### src/rtl/lcs_pkg.sv
// Shared constants, codes and controller/datapath interface types for the congruence solver.
package lcs_pkg;

    localparam int WIDTH_DEF = 32;
    localparam int STATUS_W  = 2;

    localparam logic [STATUS_W-1:0] ST_SOLVED  = 2'd0;
    localparam logic [STATUS_W-1:0] ST_NONE    = 2'd1;
    localparam logic [STATUS_W-1:0] ST_ZEROMOD = 2'd2;

    localparam logic [1:0] SEL_EUCLID = 2'd0;
    localparam logic [1:0] SEL_CHECK  = 2'd1;
    localparam logic [1:0] SEL_REDUCE = 2'd2;

    typedef struct packed {
        logic       load_in;
        logic       div_load;
        logic [1:0] div_sel;
        logic       div_step;
        logic       eu_upd;
        logic       umod;
        logic       st_wr;
        logic [1:0] st_code;
        logic       mul_init;
        logic       mul_dbl;
        logic       mul_add;
        logic       res_load;
    } t_dp_cmd;

    typedef struct packed {
        logic in_mod_zero;
        logic cnt_last;
        logic r1_zero;
        logic rem_zero;
    } t_dp_sts;

endpackage

### src/rtl/lcs_dp.sv
// Datapath: Euclid registers, shared restoring divider, Bezout product and modular multiplier.
module lcs_dp
    import lcs_pkg::*;
#(
    parameter int WIDTH = WIDTH_DEF
) (
    input  logic                i_clk,
    input  logic                i_rst_n,
    input  logic [WIDTH-1:0]    i_coefficient,
    input  logic [WIDTH-1:0]    i_target,
    input  logic [WIDTH-1:0]    i_modulus,
    input  t_dp_cmd             i_cmd,
    output t_dp_sts             o_sts,
    output logic [WIDTH-1:0]    o_solution,
    output logic [STATUS_W-1:0] o_status
);

    localparam int CW = (WIDTH > 1) ? $clog2(WIDTH) : 1;

    function automatic logic [WIDTH-1:0] f_add_mod(
        input logic [WIDTH-1:0] a,
        input logic [WIDTH-1:0] b,
        input logic [WIDTH-1:0] m
    );
        logic [WIDTH-1:0] room;
        begin
            room = m - b;
            if (a >= room) begin
                f_add_mod = a - room;
            end else begin
                f_add_mod = a + b;
            end
        end
    endfunction

    logic [WIDTH-1:0]    r_r0, r_r1, r_s0, r_s1, r_tgt, r_mod;
    logic [WIDTH-1:0]    r_quo, r_rem, r_prod;
    logic [WIDTH-1:0]    r_a, r_b, r_acc;
    logic [WIDTH-1:0]    r_solution;
    logic [STATUS_W-1:0] r_status, r_st;
    logic [1:0]          r_sel;
    logic [CW-1:0]       r_cnt;
    logic                r_odd;

    logic [WIDTH-1:0] w_num, w_den, w_load_den;
    logic [WIDTH:0]   w_sh, w_den_ext, w_diff;
    logic             w_ge;
    logic [WIDTH-1:0] w_umod0, w_umod;

    always_comb begin
        unique case (i_cmd.div_sel)
            SEL_CHECK:  w_num = r_tgt;
            SEL_REDUCE: w_num = r_quo;
            default:    w_num = r_r0;
        endcase
        unique case (r_sel)
            SEL_CHECK:  w_den = r_r0;
            SEL_REDUCE: w_den = r_mod;
            default:    w_den = r_r1;
        endcase
    end

    assign w_load_den = '0;
    assign w_sh       = {r_rem, r_quo[WIDTH-1]};
    assign w_den_ext  = {1'b0, w_den | w_load_den};
    assign w_ge       = (w_sh >= w_den_ext);
    assign w_diff     = w_sh - w_den_ext;

    assign w_umod0 = (r_s0 == r_mod) ? '0 : r_s0;
    assign w_umod  = (r_odd && (w_umod0 != '0)) ? (r_mod - w_umod0) : w_umod0;

    always_ff @(posedge i_clk) begin
        if (i_cmd.load_in) begin
            r_r0  <= i_coefficient;
            r_r1  <= i_modulus;
            r_s0  <= WIDTH'(1);
            r_s1  <= '0;
            r_odd <= 1'b0;
            r_tgt <= i_target;
            r_mod <= i_modulus;
            r_st  <= (i_modulus == '0) ? ST_ZEROMOD : ST_SOLVED;
        end
        if (i_cmd.div_load) begin
            r_quo  <= w_num;
            r_rem  <= '0;
            r_prod <= '0;
            r_cnt  <= '0;
            r_sel  <= i_cmd.div_sel;
        end
        if (i_cmd.div_step) begin
            r_quo  <= {r_quo[WIDTH-2:0], w_ge};
            r_rem  <= w_ge ? w_diff[WIDTH-1:0] : w_sh[WIDTH-1:0];
            r_prod <= {r_prod[WIDTH-2:0], 1'b0} + (w_ge ? r_s1 : '0);
            r_cnt  <= r_cnt + CW'(1);
        end
        if (i_cmd.eu_upd) begin
            r_r0  <= r_r1;
            r_r1  <= r_rem;
            r_s0  <= r_s1;
            r_s1  <= r_s0 + r_prod;
            r_odd <= ~r_odd;
        end
        if (i_cmd.umod) begin
            r_a <= w_umod;
        end
        if (i_cmd.st_wr) begin
            r_st <= i_cmd.st_code;
        end
        if (i_cmd.mul_init) begin
            r_b   <= r_rem;
            r_acc <= '0;
            r_cnt <= '0;
        end
        if (i_cmd.mul_dbl) begin
            r_acc <= f_add_mod(r_acc, r_acc, r_mod);
        end
        if (i_cmd.mul_add) begin
            if (r_b[WIDTH-1]) begin
                r_acc <= f_add_mod(r_acc, r_a, r_mod);
            end
            r_b   <= {r_b[WIDTH-2:0], 1'b0};
            r_cnt <= r_cnt + CW'(1);
        end
        if (!i_rst_n) begin
            r_solution <= '0;
            r_status   <= '0;
        end else if (i_cmd.res_load) begin
            r_solution <= (r_st == ST_SOLVED) ? r_acc : '0;
            r_status   <= r_st;
        end
    end

    assign o_sts.in_mod_zero = (i_modulus == '0);
    assign o_sts.cnt_last    = (r_cnt == CW'(WIDTH - 1));
    assign o_sts.r1_zero     = (r_r1 == '0);
    assign o_sts.rem_zero    = (r_rem == '0);
    assign o_solution        = r_solution;
    assign o_status          = r_status;

endmodule

### src/rtl/lcs_ctrl.sv
// Controller: sequences Euclid steps, divisibility check, reduction, multiply and result transfer.
module lcs_ctrl
    import lcs_pkg::*;
(
    input  logic    i_clk,
    input  logic    i_rst_n,
    input  logic    i_s_tvalid,
    output logic    o_s_tready,
    output logic    o_m_tvalid,
    input  logic    i_m_tready,
    input  t_dp_sts i_sts,
    output t_dp_cmd o_cmd
);

    localparam logic [3:0] S_IDLE     = 4'd0;
    localparam logic [3:0] S_EU_TEST  = 4'd1;
    localparam logic [3:0] S_EU_DIV   = 4'd2;
    localparam logic [3:0] S_EU_UPD   = 4'd3;
    localparam logic [3:0] S_CK_DIV   = 4'd4;
    localparam logic [3:0] S_CK_TEST  = 4'd5;
    localparam logic [3:0] S_RD_DIV   = 4'd6;
    localparam logic [3:0] S_MUL_INIT = 4'd7;
    localparam logic [3:0] S_MUL_DBL  = 4'd8;
    localparam logic [3:0] S_MUL_ADD  = 4'd9;
    localparam logic [3:0] S_FIN      = 4'd10;

    logic [3:0] r_state, n_state;
    logic       r_ovalid, n_ovalid;

    always_comb begin
        n_state = r_state;
        o_cmd   = '0;
        unique case (r_state)
            S_IDLE: begin
                if (i_s_tvalid) begin
                    o_cmd.load_in = 1'b1;
                    n_state = i_sts.in_mod_zero ? S_FIN : S_EU_TEST;
                end
            end
            S_EU_TEST: begin
                o_cmd.div_load = 1'b1;
                if (i_sts.r1_zero) begin
                    o_cmd.div_sel = SEL_CHECK;
                    n_state = S_CK_DIV;
                end else begin
                    o_cmd.div_sel = SEL_EUCLID;
                    n_state = S_EU_DIV;
                end
            end
            S_EU_DIV: begin
                o_cmd.div_step = 1'b1;
                if (i_sts.cnt_last) begin
                    n_state = S_EU_UPD;
                end
            end
            S_EU_UPD: begin
                o_cmd.eu_upd = 1'b1;
                n_state = S_EU_TEST;
            end
            S_CK_DIV: begin
                o_cmd.div_step = 1'b1;
                if (i_sts.cnt_last) begin
                    n_state = S_CK_TEST;
                end
            end
            S_CK_TEST: begin
                if (i_sts.rem_zero) begin
                    o_cmd.umod     = 1'b1;
                    o_cmd.div_load = 1'b1;
                    o_cmd.div_sel  = SEL_REDUCE;
                    n_state = S_RD_DIV;
                end else begin
                    o_cmd.st_wr   = 1'b1;
                    o_cmd.st_code = ST_NONE;
                    n_state = S_FIN;
                end
            end
            S_RD_DIV: begin
                o_cmd.div_step = 1'b1;
                if (i_sts.cnt_last) begin
                    n_state = S_MUL_INIT;
                end
            end
            S_MUL_INIT: begin
                o_cmd.mul_init = 1'b1;
                n_state = S_MUL_DBL;
            end
            S_MUL_DBL: begin
                o_cmd.mul_dbl = 1'b1;
                n_state = S_MUL_ADD;
            end
            S_MUL_ADD: begin
                o_cmd.mul_add = 1'b1;
                n_state = i_sts.cnt_last ? S_FIN : S_MUL_DBL;
            end
            S_FIN: begin
                if (!r_ovalid || i_m_tready) begin
                    o_cmd.res_load = 1'b1;
                    n_state = S_IDLE;
                end
            end
            default: begin
                n_state = S_IDLE;
            end
        endcase
    end

    always_comb begin
        if (o_cmd.res_load) begin
            n_ovalid = 1'b1;
        end else if (r_ovalid && i_m_tready) begin
            n_ovalid = 1'b0;
        end else begin
            n_ovalid = r_ovalid;
        end
    end

    always_ff @(posedge i_clk) begin
        if (!i_rst_n) begin
            r_state  <= S_IDLE;
            r_ovalid <= 1'b0;
        end else begin
            r_state  <= n_state;
            r_ovalid <= n_ovalid;
        end
    end

    assign o_s_tready = (r_state == S_IDLE);
    assign o_m_tvalid = r_ovalid;

endmodule

### src/rtl/linear_congruence_solver_core.sv
// Top level of the linear congruence solver: stream ports, controller and datapath.
//
// Solves coefficient * x == target (mod modulus) for one input transfer and
// returns one result transfer with the solution and a status code
// (solved, no solution, zero modulus).
// Input channel i_s_*: coefficient, target and modulus packed in i_s_tdata.
// Output channel o_m_*: solution in o_m_tdata, status in o_m_tuser.
// One item is in work at a time; o_s_tready is high only while idle.
// A zero modulus goes straight to the result register. Otherwise the item
// runs the Euclid steps in the bit-per-cycle restoring divider (up to about
// 46 steps at WIDTH = 32), then the divisibility check, the reduction and
// the shift-add modular multiply, and is then loaded into the result register.
// A new item is taken only after the current one is loaded there.
// The result register parts the channels: a new item is taken while a result
// waits; a finished item then holds until the receiver takes the pending one.
// Reset (i_rst_n low, synchronous) returns to idle and drops any pending result.
module linear_congruence_solver_core
    import lcs_pkg::*;
#(
    parameter int WIDTH = WIDTH_DEF
) (
    input  logic                          i_clk,
    input  logic                          i_rst_n,
    input  logic                          i_s_tvalid,
    output logic                          o_s_tready,
    // coefficient, target, modulus (WIDTH bits each), zero pad
    input  logic [((3*WIDTH+7)/8)*8-1:0]  i_s_tdata,
    output logic                          o_m_tvalid,
    input  logic                          i_m_tready,
    // solution (WIDTH bits), zero pad
    output logic [((WIDTH+7)/8)*8-1:0]    o_m_tdata,
    // status (2 bits)
    output logic [STATUS_W-1:0]           o_m_tuser
);

    localparam int OUT_DW = ((WIDTH + 7) / 8) * 8;

    t_dp_cmd          w_cmd;
    t_dp_sts          w_sts;
    logic [WIDTH-1:0] w_solution;

    lcs_ctrl u_ctrl (
        .i_clk      (i_clk),
        .i_rst_n    (i_rst_n),
        .i_s_tvalid (i_s_tvalid),
        .o_s_tready (o_s_tready),
        .o_m_tvalid (o_m_tvalid),
        .i_m_tready (i_m_tready),
        .i_sts      (w_sts),
        .o_cmd      (w_cmd)
    );

    lcs_dp #(
        .WIDTH (WIDTH)
    ) u_dp (
        .i_clk         (i_clk),
        .i_rst_n       (i_rst_n),
        .i_coefficient (i_s_tdata[WIDTH-1:0]),
        .i_target      (i_s_tdata[2*WIDTH-1:WIDTH]),
        .i_modulus     (i_s_tdata[3*WIDTH-1:2*WIDTH]),
        .i_cmd         (w_cmd),
        .o_sts         (w_sts),
        .o_solution    (w_solution),
        .o_status      (o_m_tuser)
    );

    assign o_m_tdata = OUT_DW'(w_solution);

endmodule
### config.mk
export PLATFORM = sky130hd
export DESIGN_NAME = linear_congruence_solver_core
export DESIGN_NICKNAME = d
export VERILOG_FILES = /design/src/rtl/lcs_pkg.sv /design/src/rtl/lcs_dp.sv /design/src/rtl/lcs_ctrl.sv /design/src/rtl/linear_congruence_solver_core.sv
export SDC_FILE = /design/constraint.sdc
export NUM_CORES = 1
export LEC_CHECK = 0
export BUFFER_PORTS_ARGS = -buffer_cell sky130_fd_sc_hd__buf_2
export CAP_MARGIN = 0
export CORE_ASPECT_RATIO = 1.75
export CORE_MARGIN = 5
export CORE_UTILIZATION = 40
export CTS_BUF_LIST = sky130_fd_sc_hd__clkbuf_2
export DETAILED_ROUTE_END_ITERATION = 7
export GPL_TIMING_DRIVEN = 0
export SLEW_MARGIN = 5
export SYNTH_ARGS = -nofsm -noshare
export SYNTH_HDL_FRONTEND = slang
export SYNTH_HIERARCHICAL = 1
export SYNTH_SLANG_ARGS = --single-unit
### constraint.sdc
create_clock -name i_clk -period 10.35 [get_ports i_clk]
set_clock_uncertainty 0.05 [all_clocks]
set_input_delay 2.07 -clock i_clk [delete_from_list [all_inputs] [get_ports i_clk]]
set_output_delay 2.07 -clock i_clk [all_outputs]
set_load 0.01 [all_outputs]
==> flow_metrics.env, run 1 <==
export IMPL_status="finished, final reports clean"
export IMPL_cts_sinks=433
export IMPL_synth_compound_area_share_pct=21.09
export IMPL_synth_cell_area_um2=33580
export IMPL_swShare_pct=45.65
export IMPL_required_ps=11450
export IMPL_critPathSlowestCell="nor2_1"
export IMPL_ys_types=105
export IMPL_syn_area_per_cell_um2=9.296
export IMPL_fin_ws_ps=1217
export IMPL_cts_root_buf="clkbuf_2"
export IMPL_synth_top_family_by_area="compound AO/OA/AOI/OAI gates"
export IMPL_relSlewSlack_pct=22.90
export IMPL_crit_chain="inv_1 -> fa_1 -> nor2b_1 -> o31ai_1 -> nor4b_1 -> o31a_1 -> or2_2 -> o41ai_1 -> a21o_1 -> a21oi_1 -> xor2_1 -> ha_1 -> clkbuf_1 -> nand4_1 -> nor4_1 -> nand3_1 -> a21oi_1 -> a2111oi_4 -> nor2_1 -> o21ai_0 -> or2_1 -> a222oi_1"
export IMPL_detailed_place_hpwl_um=96580
export IMPL_max_freq_mhz=109.5
export IMPL_slew_viol_final=0
export IMPL_synth_flop_cell="edfxtp_1"
export IMPL_rsz0062_at_grt="false"
export IMPL_start_util_pct=40.35
export IMPL_holdBufCountCts=0
export IMPL_irDropWorstVdd_uv=101.3
export IMPL_tritoncts="yes"
export IMPL_post_place_ws_ps=1481
export IMPL_worst_pin_slew_ps=1152
export IMPL_ys_ff_latch=433
export IMPL_place_gp_congestion=1.008
export IMPL_synth_edf_count=361
export IMPL_period_needed_ps=9133
export IMPL_final_common_cell="edfxtp_1"
export IMPL_globalRouteMet3Util_pct=3.840
export IMPL_critPathKind="flop to flop"
export IMPL_final_nets=4258
export IMPL_combPwrFrac_pct=53.6
export IMPL_ctsResizeCount=0
export IMPL_grt_pass1_wl_um=175300
export IMPL_syn2layout_area_growth_pct=9.469
export IMPL_leakagePower_uw=0.01490
export IMPL_drt_first_iter_violations=1884
export IMPL_layout_common_cells="361 x edfxtp_1, 327 x a21oi_1, 303 x nand2_1, 285 x ha_1, 242 x nor2_1"
export IMPL_cp_arrival_ps=10230
export IMPL_async_flop_share_pct=0
export IMPL_grtUsageTotal_pct=25.59
export IMPL_io_buffers=135
export IMPL_max_stage_delay_ps=940
export IMPL_use_met1_pct=24.27
export IMPL_p_sw_uw=3879
export IMPL_hp_class="flop to flop"
export IMPL_setup_violations_final=0
export IMPL_timing_final_crit_share_pct=88.24
export IMPL_final_cell_area_um2=36760
export IMPL_grt_max_degree=61
export IMPL_syn_inst=3612
export IMPL_synthTopCellsByArea="edfxtp_1 32%, ha_1 11%, a21oi_1 4.9%"
export IMPL_crit_buf_inv=2
export IMPL_yosys_area_share_simple_pct=16.58
export IMPL_first_global_vias=29860
export IMPL_cpMostUsedCell="a21oi_1"
export IMPL_yosys_warnings=6
export IMPL_synth_top_area_share_pct=32.28
export IMPL_grtUsageMet2_pct=49.85
export IMPL_p_int_uw=4617
export IMPL_muxShareOfSynthArea_pct=4.505
export IMPL_ioPinCount=136
export IMPL_clk_pin_slew_ps=120
export IMPL_cts_buffer_depth=3
export IMPL_first_pass_iters=6
export IMPL_dpl_cell_area_um2=35770
export IMPL_die_h_um=393.3
export IMPL_maxCapViolations=0
export IMPL_synth_xor_area_share_pct=6.704
export IMPL_die_w_um=229.0
export IMPL_core_um2=83200
export IMPL_p_seq_share_pct=32.2
export IMPL_std_cell_rows=140
export IMPL_vias=29300
export IMPL_via_per_inst=5.838
export IMPL_remaining_drc_errors=0
export IMPL_drive_gt1_share_pct=11.60
export IMPL_critPathLaunchType="flop"
export IMPL_antenna_found_initial=7
export IMPL_synthAdderAreaFrac_pct=11.16
export IMPL_h_tree_depth=3
export IMPL_cts_setup_buffers=0
export IMPL_clock_power_share_pct=14.2
export IMPL_drt_wl_total_um=119300
export IMPL_yosysSeqAreaShare_pct=36.58
export IMPL_post_drt_wl_per_cell_um=23.76
export IMPL_synth_nets=4006
export IMPL_die_area_um2=90070
export IMPL_busiest_layer="met2"
export IMPL_cp_top_family="simple AND/OR/NAND/NOR gates"
export IMPL_cts_buffers=106
export IMPL_worstSkewPairLatency_ps=1340
export IMPL_tns_ps=0
export IMPL_worstPathMaxFanout=9
export IMPL_grt_overflow=0
export IMPL_final_hold_viol_count=0
export IMPL_synth_top_area_cell="edfxtp_1"
export IMPL_antenna_left=0
export IMPL_worst_setup_path_end_kind="flop"
export IMPL_cellPowerDensity_nw_per_um2=231.1
==> kinds of logic (layout without fill, tap and decap cells) <==
logic type | count (synthesis) | count (layout)
and+or+nand+nor | 1113 | 1113
AOI/OAI and AO/OA | 1087 | 1087
DFF | 433 | 433
adders and majority gates | 294 | 294
buffers and inverters | 284 | 620
xor gates and xnor gates | 257 | 257
muxes | 143 | 143
other | 1 | 6
==> Yosys cell counts (all sizes together), types with 10 or more instances <==
master / n
edfxtp: 361
a21oi: 330
nand2: 304
ha: 285
nor2: 243
o21ai: 223
xnor2: 168
inv: 142
a21o: 138
clkbuf: 109
nor2b: 108
and2: 99
xor2: 89
mux2i: 78
dfxtp: 72
mux2: 65
nor3: 61
nand2b: 53
nand4: 51
nand3: 49
nor4: 44
o21a: 43
a211oi: 41
a22oi: 38
a31oi: 37
o21bai: 35
and3: 34
buf: 33
o211ai: 29
o31ai: 25
or2: 16
a2111oi: 15
nor3b: 13
a21boi: 11
a221oi: 11
or3: 10
==> layout make-up <==
type | count | area [um^2]
Buffer | 142 | 600.6
Inverter | 142 | 533.0
Antenna cell | 5 | 12.51
Clock buffer | 161 | 805.8
Sequential cell | 433 | 12280
Multi-Input combinational cell | 2895 | 20180
Fill cell | 8341 | 46450
Tap cell | 1065 | 1333
Clock inverter | 31 | 171.4
Timing Repair Buffer | 144 | 835.8
==> flip-flops by register name (all words and copies together), names as in the netlist, 5 cells and up <==
name             count
u_dp/r_cnt           5
u_dp/r_s0           32
u_dp/r_a            32
u_dp/o_solution     32
u_dp/r_r0           32
u_dp/r_b            32
u_dp/r_mod          32
u_dp/r_rem          32
u_dp/r_prod         32
u_dp/r_tgt          32
u_dp/r_quo          32
u_dp/r_r1           32
u_dp/r_acc          32
u_dp/r_s1           32
==> per-stage QoR <==
stage	total power [uW]	util, %	cells	hold slack [ps]
global placement	7186	42.77	4812	427.1
finish	8496	44.18	5018	391.3
detailed placement	7240	42.99	4821	446.2
floorplan	5950	-	3612	410.2
global route	9086	44.17	5015	422.7
CTS	8499	44.16	5013	402.0
==> worst paths after layout <==
path	startpoint	endpoint	slack, ps	cells after the start
hold reg to reg	u_dp/r_quo[27]	u_dp/r_quo[28]	390	2
setup / recovery	u_dp/r_mod[1]	u_dp/r_acc[27]	1220	22
setup reg to reg	u_dp/r_mod[1]	u_dp/r_acc[27]	1220	22
hold / removal	u_dp/r_quo[27]	u_dp/r_quo[28]	390	2
==> routing by layer <==
metal / wire [um] / vias up
met4: 9382 / 2
met3: 5743 / 368
met5: 13 / -
met1: 40240 / 13990
li1: - / 13970
met2: 63870 / 969
==> worst min-delay path, cell delays in order (launching register included) <==
cell	delay [ps]
edfxtp_1	340
nand2_1	50
o21ai_0	60
==> power groups by stage <==
stage	clock (uW)	combinational, uW	sequential (uW)
after floorplan	0	3380	2570
after global placement	0	4410	2780
after detailed placement	0	4480	2760
after CTS	1270	4510	2720
after global routing	1340	4990	2750
final	1210	4550	2730
Power figures use the tool's default switching activity.
==> inputs of run 2 (changes only) <==
- PLACE_DENSITY: default -> 0.59
==> flow_metrics.env, run 2 (synthesis gave the netlist of run 1 again) <==
export IMPL_status="finished with violations"
export IMPL_violations="design-rule violations"
export IMPL_cts_setup_buffers=0
export IMPL_critPathKind="flop to flop"
export IMPL_final_nets=4258
export IMPL_worst_pin_slew_ps=1232
export IMPL_setup_violations_final=0
export IMPL_rsz0062_at_grt="false"
export IMPL_start_util_pct=40.35
export IMPL_worstSkewPairLatency_ps=1410
export IMPL_std_cell_rows=140
export IMPL_cts_buffer_depth=3
export IMPL_drt_first_iter_violations=1686
export IMPL_ioPinCount=136
export IMPL_grt_overflow=0
export IMPL_max_stage_delay_ps=990
export IMPL_core_um2=83200
export IMPL_holdBufCountCts=0
export IMPL_cellPowerDensity_nw_per_um2=233.9
export IMPL_p_seq_share_pct=31.8
export IMPL_irDropWorstVdd_uv=130.0
export IMPL_r2r_start="u_dp/r_mod[1]"
export IMPL_layout_common_cells="361 x edfxtp_1, 327 x a21oi_1, 303 x nand2_1, 285 x ha_1, 242 x nor2_1"
export IMPL_holdCritStartpoint="u_dp/r_b[0]"
export IMPL_grtUsageTotal_pct=25.99
export IMPL_slew_viol_final=0
export IMPL_clk_pin_slew_ps=130
export IMPL_detailed_place_hpwl_um=98620
export IMPL_via_per_inst=5.783
export IMPL_cpMostUsedCell="a21oi_1"
export IMPL_h_tree_depth=3
export IMPL_swShare_pct=45.77
export IMPL_timing_final_crit_share_pct=90.27
export IMPL_die_h_um=393.3
export IMPL_post_drt_wl_per_cell_um=24.12
export IMPL_antenna_left=0
export IMPL_first_global_vias=30120
export IMPL_final_cell_area_um2=36820
export IMPL_p_int_uw=4670
export IMPL_remaining_drc_errors=1
export IMPL_maxCapViolations=0
export IMPL_grt_pass1_wl_um=177500
export IMPL_drt_wl_total_um=121100
export IMPL_tritoncts="yes"
export IMPL_syn2layout_area_growth_pct=9.644
export IMPL_required_ps=11530
export IMPL_critPathSlowestCell="nor2_1"
export IMPL_combPwrFrac_pct=52.9
export IMPL_die_w_um=229.0
export IMPL_cp_arrival_ps=10520
export IMPL_vias=29020
export IMPL_die_area_um2=90070
export IMPL_crit_chain="inv_1 -> fa_1 -> nor2b_1 -> o31ai_1 -> nor4b_1 -> o31a_1 -> or2_2 -> o41ai_1 -> a21o_1 -> a21oi_1 -> xor2_1 -> ha_1 -> clkbuf_1 -> nand4_1 -> nor4_1 -> nand3_1 -> a21oi_1 -> a2111oi_4 -> nor2_1 -> o21ai_0 -> or2_1 -> a222oi_1"
export IMPL_first_pass_iters=7
export IMPL_critPathLaunchType="flop"
export IMPL_fillers=8316
export IMPL_cts_buffers=107
export IMPL_worst_setup_path_end_kind="flop"
export IMPL_clock_power_share_pct=15.2
export IMPL_max_freq_mhz=107.0
export IMPL_p_sw_uw=3941
export IMPL_drive_gt1_share_pct=11.61
export IMPL_grt_max_degree=59
export IMPL_regToRegSetupSlack_ps=1010
export IMPL_relSlewSlack_pct=17.55
export IMPL_tns_ps=0
export IMPL_place_gp_congestion=0.9735
export IMPL_cts_sinks=433
export IMPL_cp_startpoint="u_dp/r_mod[1]"
export IMPL_io_buffers=135
export IMPL_dpl_cell_area_um2=35740
export IMPL_final_hold_viol_count=0
export IMPL_antenna_found_initial=7
export IMPL_final_common_cell="edfxtp_1"
export IMPL_cts_root_buf="clkbuf_2"
export IMPL_worstPathMaxFanout=9
export IMPL_period_needed_ps=9343
export IMPL_leakagePower_uw=0.01493
export IMPL_hp_class="flop to flop"
export IMPL_ctsResizeCount=0
[run 2: changes by cell type in the layout (fill, tap and decap cells not counted), sizes merged]
cell | before | now
bufinv | 1 | 3
diode | 5 | 2
clkinvlp | 1 | 2
buf | 177 | 176
clkinv | 27 | 29
[run 2: worst max-delay path: cells and delay by family (launching register included)]
family          cells  cell delay [ps]
fa+ha+maj           2              780
compound gates      9             3190
xor+xnor            1              150
buf+inv             2              560
simple gates        8             3610
flops               1              790
[run 2: path summary, 6_finish.rpt]
kind | endpoint | cells after the start
worst max-delay path | u_dp/r_acc[27] | 22
worst min-delay path | u_dp/r_b[0] | 2
worst max register to register | u_dp/r_acc[27] | 22
worst min register to register | u_dp/r_b[0] | 2
[run 2: power groups by stage]
stage | logic, uW | clock network (uW) | registers, uW
floorplan | 3380 | 0 | 2570
global placement | 4450 | 0 | 2790
detailed placement | 4500 | 0 | 2770
CTS | 4530 | 1370 | 2730
global route | 5000 | 1430 | 2760
finish | 4560 | 1310 | 2740
[run 2: layout make-up]
cell class	instances	area (um^2)	share of cell area (%)
flip-flops and latches	433	12280	33.36
plain buffers	142	600.6	1.631
repair buffers	143	808.3	2.195
well taps	1065	1333	3.620
multi-input cells	2895	20180	54.82
inverters	142	533.0	1.448
clock inverters	36	265.3	0.7205
clock buffers	161	805.8	2.189
diodes	2	5.005	0.01359
[run 2: per-layer routing]
layer / part of all wire, % / GRT usage (%) / vias up
li1: - / - / 13990
met1: 35 / 24.92 / 13880
met2: 54 / 51.44 / 813
met3: 3.6 / 3.019 / 342
met4: 7.3 / 17.23 / 2
met5: 0.0066 / 0 / -
[run 2: metrics by stage]
stage | hold WS (ps) | power (uW) | setup WS (ps) | util (%) | cells
floorplan | 410.2 | 5950 | 4243 | - | 3612
global placement | 421.2 | 7243 | 1318 | 42.77 | 4812
detailed placement | 443.1 | 7271 | 1320 | 42.95 | 4820
CTS | 459.7 | 8628 | 1180 | 44.24 | 5017
global route | 497.5 | 9192 | 786.7 | 44.25 | 5019
finish | 465.7 | 8611 | 1007 | 44.25 | 5019
==> inputs of run 3 (changes only) <==
- CTS_BUF_LIST: sky130_fd_sc_hd__clkbuf_2 -> sky130_fd_sc_hd__clkbuf_8
==> flow_metrics.env, run 3 (synthesis gave the netlist of run 1 again) <==
export IMPL_final_nets=4223
export IMPL_final_hold_viol_count=0
export IMPL_drt_first_iter_violations=1562
export IMPL_std_cell_rows=140
export IMPL_place_gp_congestion=0.9735
export IMPL_critPathLaunchType="flop"
export IMPL_swShare_pct=44.32
export IMPL_fin_ws_ps=1066
export IMPL_clk_pin_slew_ps=70
export IMPL_max_stage_delay_ps=990
export IMPL_finalNonFillerCells=4950
export IMPL_clock_power_share_pct=17.6
export IMPL_multi_input_area_um2=20180
export IMPL_critPathSlowestCell="nor2_1"
export IMPL_tns_ps=0
export IMPL_first_global_vias=29900
export IMPL_io_buffers=135
export IMPL_p_sw_uw=3921
export IMPL_register_area_um2=12280
export IMPL_die_area_um2=90070
export IMPL_p_int_uw=4926
export IMPL_via_per_inst=5.802
export IMPL_layout_common_cells="361 x edfxtp_1, 327 x a21oi_1, 303 x nand2_1, 285 x ha_1, 242 x nor2_1"
export IMPL_p_seq_share_pct=31.0
export IMPL_fillers=8250
export IMPL_antenna_found_initial=3
export IMPL_period_needed_ps=9284
export IMPL_hp_class="flop to flop"
export IMPL_cpMostUsedCell="a21oi_1"
export IMPL_start_util_pct=40.35
export IMPL_crit_chain="inv_1 -> fa_1 -> nor2b_1 -> o31ai_1 -> nor4b_1 -> o31a_1 -> or2_2 -> o41ai_1 -> a21o_1 -> a21oi_1 -> xor2_1 -> ha_1 -> clkbuf_1 -> nand4_1 -> nor4_1 -> nand3_1 -> a21oi_1 -> a2111oi_4 -> nor2_1 -> o21ai_0 -> or2_1 -> a222oi_1"
export IMPL_cellPowerDensity_nw_per_um2=238.2
export IMPL_h_tree_depth=3
export IMPL_vias=28720
export IMPL_drt_wl_total_um=120800
export IMPL_cts_buffers=72
export IMPL_slew_viol_final=0
export IMPL_required_ps=10930
export IMPL_ctsResizeCount=0
export IMPL_grt_overflow=0
export IMPL_critPathKind="flop to flop"
export IMPL_antenna_left=0
export IMPL_syn2layout_area_growth_pct=10.59
export IMPL_irDropWorstVdd_uv=126.9
export IMPL_cts_root_buf="clkbuf_8"
export IMPL_tritoncts="yes"
export IMPL_remaining_drc_errors=0
export IMPL_die_w_um=229.0
export IMPL_grtUsageTotal_pct=25.99
export IMPL_post_place_ws_ps=1320
export IMPL_grt_pass1_wl_um=177500
export IMPL_worstPathMaxFanout=9
export IMPL_ioPinCount=136
export IMPL_relSlewSlack_pct=18.23
export IMPL_die_h_um=393.3
export IMPL_rsz0062_at_grt="false"
export IMPL_worstSkewPairLatency_ps=760
export IMPL_place_inst=4820
export IMPL_detailed_place_hpwl_um=98620
export IMPL_cts_setup_buffers=0
export IMPL_cts_sinks=433
export IMPL_cts_buffer_depth=3
export IMPL_maxCapViolations=0
export IMPL_cp_arrival_ps=9870
export IMPL_leakagePower_uw=0.01492
export IMPL_first_pass_iters=5
export IMPL_holdBufCountCts=0
export IMPL_max_freq_mhz=107.7
export IMPL_post_drt_wl_per_cell_um=24.41
export IMPL_power_uw=8847
export IMPL_combPwrFrac_pct=51.4
export IMPL_core_um2=83200
export IMPL_timing_final_crit_share_pct=89.70
export IMPL_grt_max_degree=59
export IMPL_setup_violations_final=0
export IMPL_worst_pin_slew_ps=1222
export IMPL_drive_gt1_share_pct=9.941
export IMPL_worst_setup_path_end_kind="flop"
export IMPL_final_common_cell="edfxtp_1"
export IMPL_status="finished, final reports clean"
==> run 3: changes by cell type in the layout (fill, tap and decap cells not counted), sizes merged <==
| cell | previous run | this run |
|---|---|---|
| bufinv | 3 | 2 |
| clkinvlp | 2 | 3 |
| inv | 144 | 160 |
| clkbuf | 270 | 187 |
| clkinv | 29 | 27 |
==> run 3: final cells by class <==
class	count	area share, %
Buffer	142	1.617
Clock inverter	50	0.8525
Clock buffer	78	2.891
Multi-Input combinational cell	2895	54.35
Tap cell	1065	3.588
Timing Repair Buffer	143	2.177
Inverter	142	1.435
Sequential cell	433	33.07
Antenna cell	2	0.01348
==> run 3: stage by stage <==
step / hold slack (ps) / area, um^2 / util (%)
floorplan: 410.2 / 33580 / -
global placement: 421.2 / 35590 / 42.77
detailed placement: 443.1 / 35740 / 42.95
finish: 456.1 / 37130 / 44.63
CTS: 459.4 / 37130 / 44.62
global route: 492.4 / 37130 / 44.63
==> run 3: metal layers <==
metal  track usage [%]  share of wire [%]
met1             24.97                 35
met2             51.38                 54
met3             3.422                3.8
met4             16.64                7.3
met5                 0                  0
==> run 3: power by group through the flow <==
stage | Combinational, uW | Clock, uW | Sequential (uW)
3_5_place_dp | 4500 | 0 | 2770
3_3_place_gp | 4450 | 0 | 2790
2_1_floorplan | 3380 | 0 | 2570
5_1_grt | 5000 | 1670 | 2760
4_1_cts | 4530 | 1600 | 2740
6_report | 4550 | 1550 | 2750
==> run 3: final timing paths <==
check / startpoint / endpoint / slack, ps / depth (start not counted)
hold / removal: u_dp/r_b[0] / u_dp/r_b[0] / 460 / 2
hold reg to reg: u_dp/r_b[0] / u_dp/r_b[0] / 460 / 2
setup reg to reg: u_dp/r_mod[1] / u_dp/r_acc[27] / 1070 / 22
setup / recovery: u_dp/r_mod[1] / u_dp/r_acc[27] / 1070 / 22
==> run 3: worst max-delay path, delay by kind of cell, from the launching register on <==
family | cells | cell delay (ps)
xor gates and xnor gates | 1 | 150
adders and majority gates | 2 | 780
and+or+nand+nor | 8 | 3610
AOI/OAI and AO/OA | 9 | 3210
DFF | 1 | 790
buffers and inverters | 2 | 550
